[src/hdl/cvls_pkg.sv]
`default_nettype none
// ----------------------------------------------------------------------------
// cvls_pkg
// Shared types and constants of the composite video line slicer.
// ----------------------------------------------------------------------------
package cvls_pkg;

    localparam int CFG_INDEX_BITS = 3;
    localparam int CFG_DATA_BITS  = 16;

    typedef enum logic [CFG_INDEX_BITS-1:0] {
        REG_SYNC_THRESHOLD  = 3'd0,
        REG_MIN_LINE_LENGTH = 3'd1,
        REG_BLACK_LEVEL     = 3'd2,
        REG_WHITE_LEVEL     = 3'd3,
        REG_FRAME_WIDTH     = 3'd4,
        REG_FRAME_HEIGHT    = 3'd5
    } cfg_index_t;

    typedef struct packed {
        logic signed [15:0] sync_threshold;
        logic        [15:0] min_line_length;
        logic signed [15:0] black_level;
        logic signed [15:0] white_level;
        logic        [10:0] frame_width;
        logic        [10:0] frame_height;
    } cfg_t;

    localparam logic signed [15:0] SYNC_THRESHOLD_RESET  = 16'sd2048;
    localparam int                 MIN_LINE_LENGTH_RESET = 386;
    localparam logic signed [15:0] BLACK_LEVEL_RESET     = 16'sd0;
    localparam logic signed [15:0] WHITE_LEVEL_RESET     = 16'sd32767;
    localparam logic        [10:0] FRAME_WIDTH_RESET     = 11'd640;
    localparam logic        [10:0] FRAME_HEIGHT_RESET    = 11'd480;

    // Frame phase: -2..0 wait for blanking, 1 blanking, 2 draw, 3 done.
    localparam logic signed [2:0] PHASE_START = -3'sd2;
    localparam logic signed [2:0] PHASE_BLANK = 3'sd1;
    localparam logic signed [2:0] PHASE_DRAW  = 3'sd2;
    localparam logic signed [2:0] PHASE_STEP  = 3'sd1;

    localparam int GRAY_BITS = 8;
    localparam logic [GRAY_BITS-1:0] GRAY_MAX = 8'd255;

    typedef struct packed {
        logic        [9:0]  row;
        logic        [9:0]  column;
        logic signed [15:0] sample;
    } pixel_job_t;

    typedef struct packed {
        logic full;
        logic empty;
    } queue_status_t;

endpackage
`default_nettype wire

[src/hdl/cvls_stream_if.sv]
`default_nettype none
// ----------------------------------------------------------------------------
// cvls_stream_if
// Valid/ready channels of the line slicer: video samples in, pixels out.
// ----------------------------------------------------------------------------
interface cvls_in_if;
    logic               valid;
    logic               ready;
    logic               mode;
    logic signed [15:0] sample;

    modport source (output valid, output mode, output sample, input ready);
    modport sink   (input valid, input mode, input sample, output ready);
endinterface

interface cvls_out_if;
    logic       valid;
    logic       ready;
    logic [9:0] pixel_row;
    logic [9:0] pixel_column;
    logic [7:0] pixel_gray;

    modport source (output valid, output pixel_row, output pixel_column,
                    output pixel_gray, input ready);
    modport sink   (input valid, input pixel_row, input pixel_column,
                    input pixel_gray, output ready);
endinterface
`default_nettype wire

[src/hdl/cvls_front.sv]
`default_nettype none
// ----------------------------------------------------------------------------
// cvls_front
// Sync separation, line length counting and frame phase tracking; pushes one
// pixel job per visible drawing sample.
// ----------------------------------------------------------------------------
module cvls_front
    import cvls_pkg::*;
#(
    parameter int SAMPLE_BITS     = 16,
    parameter int LINE_COUNT_BITS = 16
) (
    input  wire logic          clk,
    input  wire logic          rst_n,
    cvls_in_if.sink            video,
    input  wire cfg_t          cfg,
    input  wire queue_status_t q_status,
    output logic               push,
    output pixel_job_t         push_job
);

    localparam int CW = LINE_COUNT_BITS + 16;
    localparam int LINE_MAX_INT = (1 << LINE_COUNT_BITS) - 1;
    localparam logic [LINE_COUNT_BITS-1:0] LINE_MAX = {LINE_COUNT_BITS{1'b1}};
    localparam logic [LINE_COUNT_BITS-1:0] LINE_RESET =
        (MIN_LINE_LENGTH_RESET > LINE_MAX_INT) ? LINE_MAX
                                               : LINE_COUNT_BITS'(MIN_LINE_LENGTH_RESET);

    logic                       in_sync_reg, in_sync_next;
    logic [LINE_COUNT_BITS-1:0] line_reg, line_next;
    logic signed [2:0]          phase_reg, phase_next;
    logic [10:0]                row_reg, row_next;

    logic                       accept;
    logic signed [15:0]         sample_ext;
    logic [CW-1:0]              line_ext, min_ext, width_ext;
    logic [LINE_COUNT_BITS-1:0] restart_len;
    logic                       frame_full, line_short, line_long;
    logic signed [2:0]          phase_step;

    assign video.ready = !q_status.full;
    assign accept      = video.valid && video.ready;
    assign sample_ext  = 16'($signed(video.sample[SAMPLE_BITS-1:0]));

    assign line_ext   = CW'(line_reg);
    assign min_ext    = CW'(cfg.min_line_length);
    assign width_ext  = CW'(cfg.frame_width);
    assign line_short = line_ext < min_ext;
    assign line_long  = line_ext > min_ext;
    assign frame_full = row_reg >= cfg.frame_height;

    // A restart loads the line counter with the threshold length, saturated.
    assign restart_len = (min_ext[CW-1:LINE_COUNT_BITS] != '0) ? LINE_MAX
                                                              : min_ext[LINE_COUNT_BITS-1:0];

    always_comb
    begin
        in_sync_next = in_sync_reg;
        line_next    = line_reg;
        phase_next   = phase_reg;
        row_next     = row_reg;
        phase_step   = phase_reg;
        push         = 1'b0;
        if (accept)
        begin
            if (video.mode)
            begin
                in_sync_next = 1'b0;
                line_next    = restart_len;
                phase_next   = PHASE_START;
                row_next     = '0;
            end
            else if (!frame_full)
            begin
                if (sample_ext < cfg.sync_threshold)
                begin
                    if (!in_sync_reg)
                    begin
                        // The checks run in order; each sees the phase the one
                        // before it left.
                        if (phase_reg == PHASE_DRAW)
                            row_next = row_reg + 11'd1;
                        if (phase_step < PHASE_BLANK && line_short)
                            phase_step = phase_step + PHASE_STEP;
                        if (phase_step == PHASE_BLANK && line_long)
                            phase_step = phase_step + PHASE_STEP;
                        if (phase_step == PHASE_DRAW && line_short)
                            phase_step = phase_step + PHASE_STEP;
                        phase_next = phase_step;
                        line_next  = '0;
                    end
                    in_sync_next = 1'b1;
                end
                else
                begin
                    in_sync_next = 1'b0;
                    push = (phase_reg == PHASE_DRAW) && (line_ext < width_ext);
                    if (line_reg != LINE_MAX)
                        line_next = line_reg + 1'b1;
                end
            end
        end
    end

    assign push_job.row    = row_reg[9:0];
    assign push_job.column = line_reg[9:0];
    assign push_job.sample = sample_ext;

    always_ff @(posedge clk or negedge rst_n)
    begin
        if (!rst_n)
        begin
            in_sync_reg <= 1'b0;
            line_reg    <= LINE_RESET;
            phase_reg   <= PHASE_START;
            row_reg     <= '0;
        end
        else
        begin
            in_sync_reg <= in_sync_next;
            line_reg    <= line_next;
            phase_reg   <= phase_next;
            row_reg     <= row_next;
        end
    end

endmodule
`default_nettype wire

[src/hdl/cvls_queue.sv]
`default_nettype none
// ----------------------------------------------------------------------------
// cvls_queue
// Two-entry queue of pixel jobs between the front and the divider.
// ----------------------------------------------------------------------------
module cvls_queue
    import cvls_pkg::*;
(
    input  wire logic       clk,
    input  wire logic       rst_n,
    input  wire logic       push,
    input  wire pixel_job_t push_job,
    input  wire logic       pop,
    output pixel_job_t      pop_job,
    output queue_status_t   status
);

    localparam int DEPTH = 2;
    localparam int PTR_W = $clog2(DEPTH);

    pixel_job_t         entry [DEPTH];
    logic [PTR_W-1:0]   wr_ptr_reg, rd_ptr_reg;
    logic [PTR_W:0]     count_reg, count_next;

    assign status.full  = (count_reg == (PTR_W+1)'(DEPTH));
    assign status.empty = (count_reg == '0);
    assign pop_job      = entry[rd_ptr_reg];

    always_comb
    begin
        count_next = count_reg;
        if (push && !pop)
            count_next = count_reg + 1'b1;
        else if (pop && !push)
            count_next = count_reg - 1'b1;
    end

    always_ff @(posedge clk)
    begin
        if (push)
            entry[wr_ptr_reg] <= push_job;
    end

    always_ff @(posedge clk or negedge rst_n)
    begin
        if (!rst_n)
        begin
            wr_ptr_reg <= '0;
            rd_ptr_reg <= '0;
            count_reg  <= '0;
        end
        else
        begin
            if (push)
                wr_ptr_reg <= wr_ptr_reg + 1'b1;
            if (pop)
                rd_ptr_reg <= rd_ptr_reg + 1'b1;
            count_reg <= count_next;
        end
    end

`ifndef SYNTHESIS
    a_no_overflow: assert property (@(posedge clk) disable iff (!rst_n)
        status.full && !pop |-> !push)
        else $error("pixel queue written while full");
    a_no_underflow: assert property (@(posedge clk) disable iff (!rst_n)
        pop |-> !status.empty)
        else $error("pixel queue read while empty");
    a_count_range: assert property (@(posedge clk) disable iff (!rst_n)
        count_reg <= (PTR_W+1)'(DEPTH))
        else $error("pixel queue count out of range");
`endif

endmodule
`default_nettype wire

[src/hdl/cvls_back.sv]
`default_nettype none
// ----------------------------------------------------------------------------
// cvls_back
// Gray conversion: 256*(sample-black)/(white-black), clamped, by a
// restoring divider that yields one quotient bit per cycle.
// ----------------------------------------------------------------------------
module cvls_back
    import cvls_pkg::*;
(
    input  wire logic          clk,
    input  wire logic          rst_n,
    input  wire cfg_t          cfg,
    input  wire queue_status_t q_status,
    input  wire pixel_job_t    pop_job,
    output logic               pop,
    cvls_out_if.source         pixel
);

    typedef enum logic [3:0] {
        ST_IDLE = 4'b0001,
        ST_PREP = 4'b0010,
        ST_DIV  = 4'b0100,
        ST_OUT  = 4'b1000
    } back_state_t;

    back_state_t          state_reg, state_next;
    logic [9:0]           row_reg, column_reg;
    logic signed [16:0]   num_reg, den_reg;
    logic [16:0]          rem_reg, rem_next;
    logic [16:0]          div_reg;
    logic [GRAY_BITS-1:0] quot_reg, quot_next;
    logic [2:0]           step_reg;

    logic [17:0] rem_shift;
    logic        rem_ge;

    assign pop = (state_reg == ST_IDLE) && !q_status.empty;

    assign rem_shift = {rem_reg, 1'b0};
    assign rem_ge    = rem_shift >= {1'b0, div_reg};
    assign rem_next  = rem_ge ? 17'(rem_shift - {1'b0, div_reg}) : rem_shift[16:0];
    assign quot_next = {quot_reg[GRAY_BITS-2:0], rem_ge};

    always_comb
    begin
        state_next = state_reg;
        unique case (state_reg)
            ST_IDLE: if (pop) state_next = ST_PREP;
            ST_PREP:
            begin
                if (den_reg <= 17'sd0 || num_reg <= 17'sd0 || num_reg >= den_reg)
                    state_next = ST_OUT;
                else
                    state_next = ST_DIV;
            end
            ST_DIV:  if (step_reg == 3'd7) state_next = ST_OUT;
            ST_OUT:  if (pixel.ready) state_next = ST_IDLE;
            default: state_next = ST_IDLE;
        endcase
    end

    always_ff @(posedge clk)
    begin
        unique case (state_reg)
            ST_IDLE:
            begin
                row_reg    <= pop_job.row;
                column_reg <= pop_job.column;
                num_reg    <= 17'(pop_job.sample) - 17'(cfg.black_level);
                den_reg    <= 17'(cfg.white_level) - 17'(cfg.black_level);
            end
            ST_PREP:
            begin
                rem_reg  <= num_reg[16:0];
                div_reg  <= den_reg[16:0];
                step_reg <= '0;
                // A quotient of 256 or more clamps to full white.
                if (den_reg <= 17'sd0 || num_reg <= 17'sd0)
                    quot_reg <= '0;
                else if (num_reg >= den_reg)
                    quot_reg <= GRAY_MAX;
                else
                    quot_reg <= '0;
            end
            ST_DIV:
            begin
                rem_reg  <= rem_next;
                quot_reg <= quot_next;
                step_reg <= step_reg + 3'd1;
            end
            ST_OUT:  ;
            default: ;
        endcase
    end

    always_ff @(posedge clk or negedge rst_n)
    begin
        if (!rst_n)
            state_reg <= ST_IDLE;
        else
            state_reg <= state_next;
    end

    assign pixel.valid        = (state_reg == ST_OUT);
    assign pixel.pixel_row    = row_reg;
    assign pixel.pixel_column = column_reg;
    assign pixel.pixel_gray   = quot_reg;

`ifndef SYNTHESIS
    a_rem_below_div: assert property (@(posedge clk) disable iff (!rst_n)
        state_reg == ST_DIV |-> rem_reg < div_reg)
        else $error("divider remainder not below divisor");
    a_div_ends: assert property (@(posedge clk) disable iff (!rst_n)
        state_reg == ST_DIV && step_reg == 3'd7 |=> state_reg == ST_OUT)
        else $error("divider did not finish after eight steps");
    a_div_entry: assert property (@(posedge clk) disable iff (!rst_n)
        state_reg == ST_DIV |-> $past(state_reg == ST_PREP) || $past(state_reg == ST_DIV))
        else $error("divider entered without preparation");
`endif

endmodule
`default_nettype wire

[src/hdl/composite_video_line_slicer_top.sv]
`default_nettype none
// ----------------------------------------------------------------------------
// composite_video_line_slicer_top
// Composite video sync separator with a gray-level pixel stage.
// ----------------------------------------------------------------------------
// The block takes one video sample per cycle whenever its two-entry pixel
// queue has room; while the queue is full every sample waits, sync and
// blanking samples included. Each visible drawing sample becomes a pixel job
// that a bit-serial restoring divider turns into a gray level: a job whose
// result is clamped or zero skips the divide steps, one that needs all eight
// quotient bits runs all eight steps, and each pixel then waits on the output.
// The divider takes no new job before its pixel has left, which sets the
// sustained pixel rate; the sample input stalls once two jobs queue behind it.
// Configuration writes take effect at once and must be made while the block
// is idle. No clearing pass is run after reset.
// ----------------------------------------------------------------------------
module composite_video_line_slicer_top
    import cvls_pkg::*;
#(
    parameter int SAMPLE_BITS     = 16,
    parameter int LINE_COUNT_BITS = 16
) (
    input  wire logic                      clk,
    input  wire logic                      rst_n,
    cvls_in_if.sink                        video,
    cvls_out_if.source                     pixel,
    input  wire logic                      cfg_write,
    input  wire logic [CFG_INDEX_BITS-1:0] cfg_index,
    input  wire logic [CFG_DATA_BITS-1:0]  cfg_data
);

    cfg_t          cfg_reg;
    queue_status_t q_status;
    logic          push, pop;
    pixel_job_t    push_job, pop_job;

    always_ff @(posedge clk or negedge rst_n)
    begin
        if (!rst_n)
        begin
            cfg_reg.sync_threshold  <= SYNC_THRESHOLD_RESET;
            cfg_reg.min_line_length <= 16'(MIN_LINE_LENGTH_RESET);
            cfg_reg.black_level     <= BLACK_LEVEL_RESET;
            cfg_reg.white_level     <= WHITE_LEVEL_RESET;
            cfg_reg.frame_width     <= FRAME_WIDTH_RESET;
            cfg_reg.frame_height    <= FRAME_HEIGHT_RESET;
        end
        else if (cfg_write)
        begin
            unique case (cfg_index)
                REG_SYNC_THRESHOLD:  cfg_reg.sync_threshold  <= $signed(cfg_data);
                REG_MIN_LINE_LENGTH: cfg_reg.min_line_length <= cfg_data;
                REG_BLACK_LEVEL:     cfg_reg.black_level     <= $signed(cfg_data);
                REG_WHITE_LEVEL:     cfg_reg.white_level     <= $signed(cfg_data);
                REG_FRAME_WIDTH:     cfg_reg.frame_width     <= cfg_data[10:0];
                REG_FRAME_HEIGHT:    cfg_reg.frame_height    <= cfg_data[10:0];
                default: ;
            endcase
        end
    end

    cvls_front #(
        .SAMPLE_BITS     (SAMPLE_BITS),
        .LINE_COUNT_BITS (LINE_COUNT_BITS)
    ) u_front (
        .clk      (clk),
        .rst_n    (rst_n),
        .video    (video),
        .cfg      (cfg_reg),
        .q_status (q_status),
        .push     (push),
        .push_job (push_job)
    );

    cvls_queue u_queue (
        .clk      (clk),
        .rst_n    (rst_n),
        .push     (push),
        .push_job (push_job),
        .pop      (pop),
        .pop_job  (pop_job),
        .status   (q_status)
    );

    cvls_back u_back (
        .clk      (clk),
        .rst_n    (rst_n),
        .cfg      (cfg_reg),
        .q_status (q_status),
        .pop_job  (pop_job),
        .pop      (pop),
        .pixel    (pixel)
    );

endmodule
`default_nettype wire

[src/flat_wrapper.sv]
// flat-port wrapper written by rule: the top's interface ports become plain ports
module composite_video_line_slicer_top_flat import cvls_pkg::*;
#(
    parameter int SAMPLE_BITS     = 16,
    parameter int LINE_COUNT_BITS = 16
)
  (clk, rst_n, cfg_write, cfg_index, cfg_data, video_valid, video_mode, video_sample, video_ready, pixel_valid, pixel_pixel_row, pixel_pixel_column, pixel_pixel_gray, pixel_ready);
  cvls_in_if video_i ();
  cvls_out_if pixel_i ();
  input  wire logic clk;
  input  wire logic rst_n;
  input  wire logic cfg_write;
  input  wire logic [CFG_INDEX_BITS-1:0] cfg_index;
  input  wire logic [CFG_DATA_BITS-1:0] cfg_data;
  input wire logic [$bits(video_i.valid)-1:0] video_valid;
  input wire logic [$bits(video_i.mode)-1:0] video_mode;
  input wire logic [$bits(video_i.sample)-1:0] video_sample;
  output wire logic [$bits(video_i.ready)-1:0] video_ready;
  output wire logic [$bits(pixel_i.valid)-1:0] pixel_valid;
  output wire logic [$bits(pixel_i.pixel_row)-1:0] pixel_pixel_row;
  output wire logic [$bits(pixel_i.pixel_column)-1:0] pixel_pixel_column;
  output wire logic [$bits(pixel_i.pixel_gray)-1:0] pixel_pixel_gray;
  input wire logic [$bits(pixel_i.ready)-1:0] pixel_ready;
  assign video_i.valid = video_valid;
  assign video_i.mode = video_mode;
  assign video_i.sample = video_sample;
  assign video_ready = video_i.ready;
  assign pixel_valid = pixel_i.valid;
  assign pixel_pixel_row = pixel_i.pixel_row;
  assign pixel_pixel_column = pixel_i.pixel_column;
  assign pixel_pixel_gray = pixel_i.pixel_gray;
  assign pixel_i.ready = pixel_ready;
  composite_video_line_slicer_top #(.SAMPLE_BITS(SAMPLE_BITS), .LINE_COUNT_BITS(LINE_COUNT_BITS)) u_core (.clk(clk), .rst_n(rst_n), .video(video_i), .pixel(pixel_i), .cfg_write(cfg_write), .cfg_index(cfg_index), .cfg_data(cfg_data));
endmodule
[config.mk]
export PLATFORM = sky130hd
export DESIGN_NAME = composite_video_line_slicer_top_flat
export DESIGN_NICKNAME = d
export VERILOG_FILES = /design/src/hdl/cvls_pkg.sv /design/src/hdl/cvls_stream_if.sv /design/src/hdl/cvls_front.sv /design/src/hdl/cvls_queue.sv /design/src/hdl/cvls_back.sv /design/src/hdl/composite_video_line_slicer_top.sv /design/src/flat_wrapper.sv
export SDC_FILE = /design/constraint.sdc
export NUM_CORES = 1
export LEC_CHECK = 0
export BUFFER_PORTS_ARGS = -buffer_cell sky130_fd_sc_hd__buf_2
export CAP_MARGIN = 0
export CELL_PAD_IN_SITES_DETAIL_PLACEMENT = 0
export CELL_PAD_IN_SITES_GLOBAL_PLACEMENT = 2
export CORE_MARGIN = 3
export CORE_UTILIZATION = 29
export CTS_CLUSTER_DIAMETER = 80
export DETAILED_ROUTE_END_ITERATION = 12
export GPL_TIMING_DRIVEN = 0
export PLACE_DENSITY_LB_ADDON = 0.25
export SYNTH_ARGS = -nofsm -noshare
export SYNTH_HDL_FRONTEND = slang
export SYNTH_SLANG_ARGS = --single-unit
[constraint.sdc]
create_clock -name clk -period 13.2 [get_ports clk]
set_clock_uncertainty 0.2 [all_clocks]
set_input_delay 1.98 -clock clk [delete_from_list [all_inputs] [get_ports clk]]
set_output_delay 1.98 -clock clk [all_outputs]
set_load 0.01 [all_outputs]
**Word level (Yosys, flattened, before mapping)**

Memory sizes are Yosys's and may differ from the RTL's.
Index checks and enable logic that the tools add are counted.

- Add/sub/neg operators: 13
- $lt $le $gt $ge: 10
- Equality and inequality tests: 21
- Muxes and demuxes: 49
- Reduce and logical (&&, ||, !) cells: 32

Operators by type and width:

| operator | count |
|---|---|
| $mux 16 | 5 |
| $mux 11 | 5 |
| $mux 3 | 17 |
| $le 17x1->1 const B | 2 |
| $pmux 17 s2 | 1 |
| $sub 16x16->17 | 2 |
| $lt 16x16->1 | 2 |
| $ge 18x17->1 | 1 |
| $ge 17x17->1 | 1 |
| $mux 17 | 1 |
| $sub 17x17->17 | 1 |
| $add 16x1->16 const B | 1 |
| $gt 16x16->1 | 1 |
| $lt 16x11->1 | 1 |
| $mux 4 | 4 |
| $mux 8 | 2 |
| $ne 16x16->1 const B | 1 |
| $pmux 4 s4 | 1 |
| $pmux 8 s2 | 1 |
| $eq 3x3->1 const B | 5 |
| $reduce_and 2->1 | 7 |
| $add 11x1->11 const B | 1 |
| $ge 11x11->1 | 1 |
| $add 3x2->3 const B | 3 |
| 28 further kinds | 58 |

- Flip-flop bits (word level): 224
- RAM bits: 72
- Bits of input ports: 41
- Output and inout bits: 30
- Logic and storage cells: 148
- Memories: 1

Memory list:

| memory | depth | bits a word | rd ports | clocked after memory_dff | wr ports | RTL line | RTL |
|---|---|---|---|---|---|---|---|
| u_core.u_queue.entry | 2 | 36 | 1 | 0 | 1 | cvls_queue.sv:21 | `pixel_job_t entry [DEPTH];` |

**Longest topological paths before layout**

- Word-level depth: 23
- Mapped depth: 15
- Depth with buffers taken out: 15

**Modules after synthesis**

Synthesis repeated with hierarchy kept, for this count alone.

- Cell total of the unflattened synthesis: 1497
- Area total of the unflattened synthesis: 17035.1 sq um

Modules (own cells, without submodules):

| module | times used | cells each | area an instance (sq um) | sequential area each (sq um) |
|---|---|---|---|---|
| cvls_back | 1 | 690 | 6990.5 | 3074.2 |
| cvls_front | 1 | 493 | 3798.6 | 782.0 |
| composite_video_line_slicer_top | 1 | 186 | 3311.9 | 2183.3 |
| cvls_queue | 1 | 128 | 2934.1 | 2262.2 |

**Worst setup path before layout**

OpenSTA, ideal clock, no wires.

- Path type: reg-to-reg
- Start point: reg u_core.u_back.state_reg[0]
- End point: reg u_core.u_queue.count_reg[1]
- Library setup time: 0.079 ns
- Arrival: 8.609 ns
- Required time: 12.921 ns
- Path slack: 4.312 ns
- Cell stages (with the launch flop): 7
- Path buffers: 0
- Period minus slack after synthesis: 8.888 ns
- Cell sequence: dfstp_2 > nor4b_1 > o21ai_0 > ha_1 > xor2_1 > nor2_1 > xor2_1

- Word-level cells in the longest chain between the ends: 5
- Elaborated cells between the ends (all ways): 7
- Those cells by class: 1 x eq/ne; 1 x mux; 5 x reduce/logical

RTL lines:

| what | RTL line | RTL |
|---|---|---|
| from (decl) | cvls_back.sv:26 | `back_state_t state_reg, state_next;` |
| from (signal assigned) | cvls_back.sv:101 | `state_reg <= state_next;` |
| $eq 4x1->1 (*) | cvls_back.sv:37 | `assign pop = (state_reg == ST_IDLE) && !q_status.empty;` |
| $logic_and 1x1->1 (*) | cvls_back.sv:37 |  |
| $logic_not 1->1 | cvls_queue.sv:32 | `if (push && !pop)` |
| $logic_and 1x1->1 | cvls_queue.sv:32 |  |
| $mux 2 or $reduce_bool 2->1 (tied branches) | - |  |
| to (signal assigned) | cvls_queue.sv:58 | `count_reg <= count_next;` |
| to (decl) | cvls_queue.sv:23 | `logic [PTR_W:0] count_reg, count_next;` |

Every way passes the cells marked *; elsewhere a longest branch is shown, timed or not.
A chain may end at the register's enable or synchronous reset.

**Worst setup path in the final report**

- Start point: in video_sample[9]
- End point: mem u_core.u_queue.entry[1][13] (netlist name) (enable)

- Word-level cells in the longest chain between the ends: 7

RTL lines:

| what | RTL line | RTL |
|---|---|---|
| from (decl) | flat_wrapper.sv:17 | `input wire logic [$bits(video_i.sample)-1:0] video_sample;` |
| $lt 16x16->1 | cvls_front.sv:75 | `if (sample_ext < cfg.sync_threshold)` |
| $mux 1 | cvls_front.sv:75 |  |
| $mux 1 | cvls_front.sv:73 | `else if (!frame_full)` |
| $mux 1 | cvls_front.sv:66 | `if (video.mode)` |
| $mux 1 | cvls_front.sv:64 | `if (accept)` |
| $mux 1 | cvls_queue.sv:40 | `if (push)` |
| $mux 1 (implied by the code) | cvls_queue.sv:41 | `entry[wr_ptr_reg] <= push_job;` |
| to (decl) | cvls_queue.sv:21 |  |

No other way between the ends.

==> flow_summary.yaml <==
status:
  status: "complete, no violations"
placement:
  placed_cell_area_um2: 17000
  pre_cts_ws_ps: 7380
  post-dp-hpwl_um: 31900
  globalplace.congestion: 0.796
  port_buffers: 70
clock_network:
  post_cts_buffers: 0
  cts.sinks: 296
  htree_levels: 2
  ctsLongestPathBuffers: 3
  insertion_delay_ps: 540
  cts_buffers: 38
  path_clk_slew_ps: 50
  ctsResizeCount: 0
  cts_tree: "yes"
  postCtsHoldBufs: 0
  root_buffer: "clkbuf_16"
sta:
  fin_crit_ps: 5240
  worstMarginPinSlew_ps: 1240
  slew_headroom_pct: 17.1
  setup_tns_ps: 0
  setup_viol_count_final: 0
  maxSlewViolCount: 0
  fin_ws_ps: 7960
  clock.fmax_ghz: 0.191
  rsz0062_at_grt: "false"
  hold_violations: 0
  period_share_pct: 39.7
drt:
  firstDrtPassIters: 5
  drt_iter0_markers: 609
  drt_wl_total_um: 42100
  wire_per_inst_um: 19.0
  drc: 0
  final_antenna_net_count: 0
  vias: 10700
  avgViaCountPerCell: 4.85
critical_path:
  path_delay_family: "simple AND/OR/NAND/NOR gates"
  critPathLaunch: "video_sample[9]"
  path_buf_inv: 2
  cp_data_required_time_ps: 13230
  critical_path.max_stage_delay_ps: 680
  crit_path_top_delay_cell: "nor2_4"
  crit_chain: "buf_2, ha_1, a21o_1, a21oi_1, o21ai_0, and2_1, o31ai_4, nor2_1, nand4_1, nor2_4, buf_16"
  cp-end-kind: "register"
  startpoint_type: "input pin"
  worstPathArrival_ps: 5270
  r2r-start: "u_core.u_front.line_reg[1]"
  cp_max_fo: 19
  crit_type: "in -> reg"
synthesis:
  syn_avg_cell_area_um2: 11.4
  synth_edf_count: 171
  synth_seq_cells: 296
  ys_seq_area_share_pct: 53.0
  ys_async_sr_fraction_pct: 42.2
  syn-num-nets: 1546
  syn-cell-area_um2: 15700
  synth-main-ff-cell: "edfxtp_1"
  ys_types: 74
  ys_warn_count: 0
  syn_inst: 1375
finish:
  drive_gt1_share_pct: 17.8
  final_core_util_pct: 34.7
  fillers: 5374
  antenna_cells: 0
  layout_common_cells: "171 x edfxtp_1, 130 x inv_1, 127 x ha_1"
  final_common_cell: "edfxtp_1"
  finalInstanceArea_um2: 18400
  largest_reg_flops: 86
  synthToLayoutAreaGrowth_pct: 17.5
  nNetsFinal: 1665
floorplan:
  die_x_um: 238
  fp.dieH_um: 238
  pin_count: 71
  initial_core_util_pct: 29.6
  coreArea_um2: 53000
  core.rowCount: 84
  die_area_um2: 56800
run:
  cap_violations: 0
grt:
  antenna_found_initial: 1
  grt_pass1_vias: 10900
  grt_pass1_wl_um: 65400
  grt_usage_pct: 15.0
  grt_max_degree: 76
  grt_use_met2_pct: 24.5
  busiest_layer: "met2"
  overflow: 0
  met3_usage_pct: 1.75
  grtUsageMet1_pct: 21.1
hold_path:
  min_from: "u_core.u_back.den_reg[5]"
  hold_path.class: "reg -> reg"
power:
  p_int_mw: 2.65
  switching_share_pct: 35.1
  power_frac_comb_pct: 35.5
  powerDensity_nw_per_um2: 222
  pwr-share-seq_pct: 37.5
  p_sw_mw: 1.43
  p_leak_nw: 7.60
  p_clk_share_pct: 26.9
  ir_drop_mv: 0.0830
[cells in the mapped netlist (5+ instances only)]
library cell | n | area [um^2]
a21o_1 | 28 | 210
or3_1 | 16 | 100
a211oi_1 | 7 | 52.6
nor4_1 | 10 | 62.6
and2_1 | 10 | 62.6
o221ai_1 | 12 | 105
mux2_2 | 67 | 754
nor2_1 | 51 | 191
dfstp_2 | 31 | 815
o31a_1 | 5 | 43.8
nor3b_1 | 6 | 45.0
a31oi_1 | 8 | 50.1
dfrtp_1 | 94 | 2350
inv_1 | 130 | 488
clkbuf_1 | 26 | 97.6
or2_2 | 7 | 43.8
o31ai_1 | 7 | 52.6
o22ai_1 | 9 | 56.3
nor3_1 | 25 | 125
a21oi_1 | 61 | 305
nand3_1 | 19 | 95.1
o21a_1 | 17 | 128
ha_1 | 127 | 1590
nand2b_1 | 18 | 113
nand4_1 | 26 | 163
xnor2_1 | 36 | 315
nand2_1 | 108 | 405
nor2b_1 | 10 | 62.6
mux2i_1 | 14 | 140
and3_1 | 13 | 81.3
o211ai_1 | 8 | 60.1
o21ai_0 | 114 | 571
xor2_1 | 9 | 78.8
edfxtp_1 | 171 | 5130
[path summary, 6_finish.rpt]
path	end	slack [ps]	cells after the start
max	u_core.u_queue.entry[1][13]	7960	11
min	u_core.u_back.div_reg[5]	290	0
max reg2reg	u_core.u_front.phase_reg[1]	8950	13
min reg2reg	u_core.u_back.div_reg[5]	290	0
max in group asynchronous	u_core.cfg_reg[6]	10750	2
min in group asynchronous	u_core.cfg_reg[37]	1210	1
[cells by family (layout without fill, tap and decap cells)]
kind of cell             Yosys count  in the layout  synth area share (%)
AO/OA/AOI/OAI                    321            321                  13.1
XOR/XNOR                          45             45                  2.52
adder cells (fa/ha/maj)          130            130                  10.5
buffers and inverters            163            312                  4.01
flip-flops                       296            296                  53.0
multiplexers                      81             81                  5.71
AND/OR/NAND/NOR                  339            339                  11.1
[power groups by stage]
stage,logic [mW],clock network (mW),registers (mW)
2_1_floorplan,1.04,0,1.50
3_3_place_gp,1.43,0,1.57
3_5_place_dp,1.47,0,1.55
4_1_cts,1.48,1.14,1.54
5_1_grt,1.66,1.17,1.56
6_report,1.45,1.10,1.53
[metrics by stage]
stage                     power (mW)  hold WS [ps]  instances
after floorplan                 2.54           250       1375
after global placement          3.01           272       2133
after detailed placement        3.02           277       2142
after CTS                       4.15           285       2212
after global routing            4.40           300       2212
final                           4.09           289       2212
[layout make-up]
cell class / instances / area, um^2 / area share [%]
clock buffers: 54 / 1140 / 6.22
flip-flops and latches: 296 / 8300 / 45.1
inverters: 131 / 492 / 2.67
multi-input cells: 916 / 6750 / 36.7
plain buffers: 32 / 136 / 0.742
repair buffers: 79 / 484 / 2.63
well taps: 688 / 861 / 4.68
clock inverters: 16 / 219 / 1.19
[routing by layer]
layer | share of wire (%) | vias to the layer above
met4 | 2.0 | 0
met1 | 49 | 5237
met2 | 46 | 141
met5 | 0 | -
li1 | - | 5292
met3 | 2.6 | 50
No activity file was read; power rests on OpenSTA's default activity.
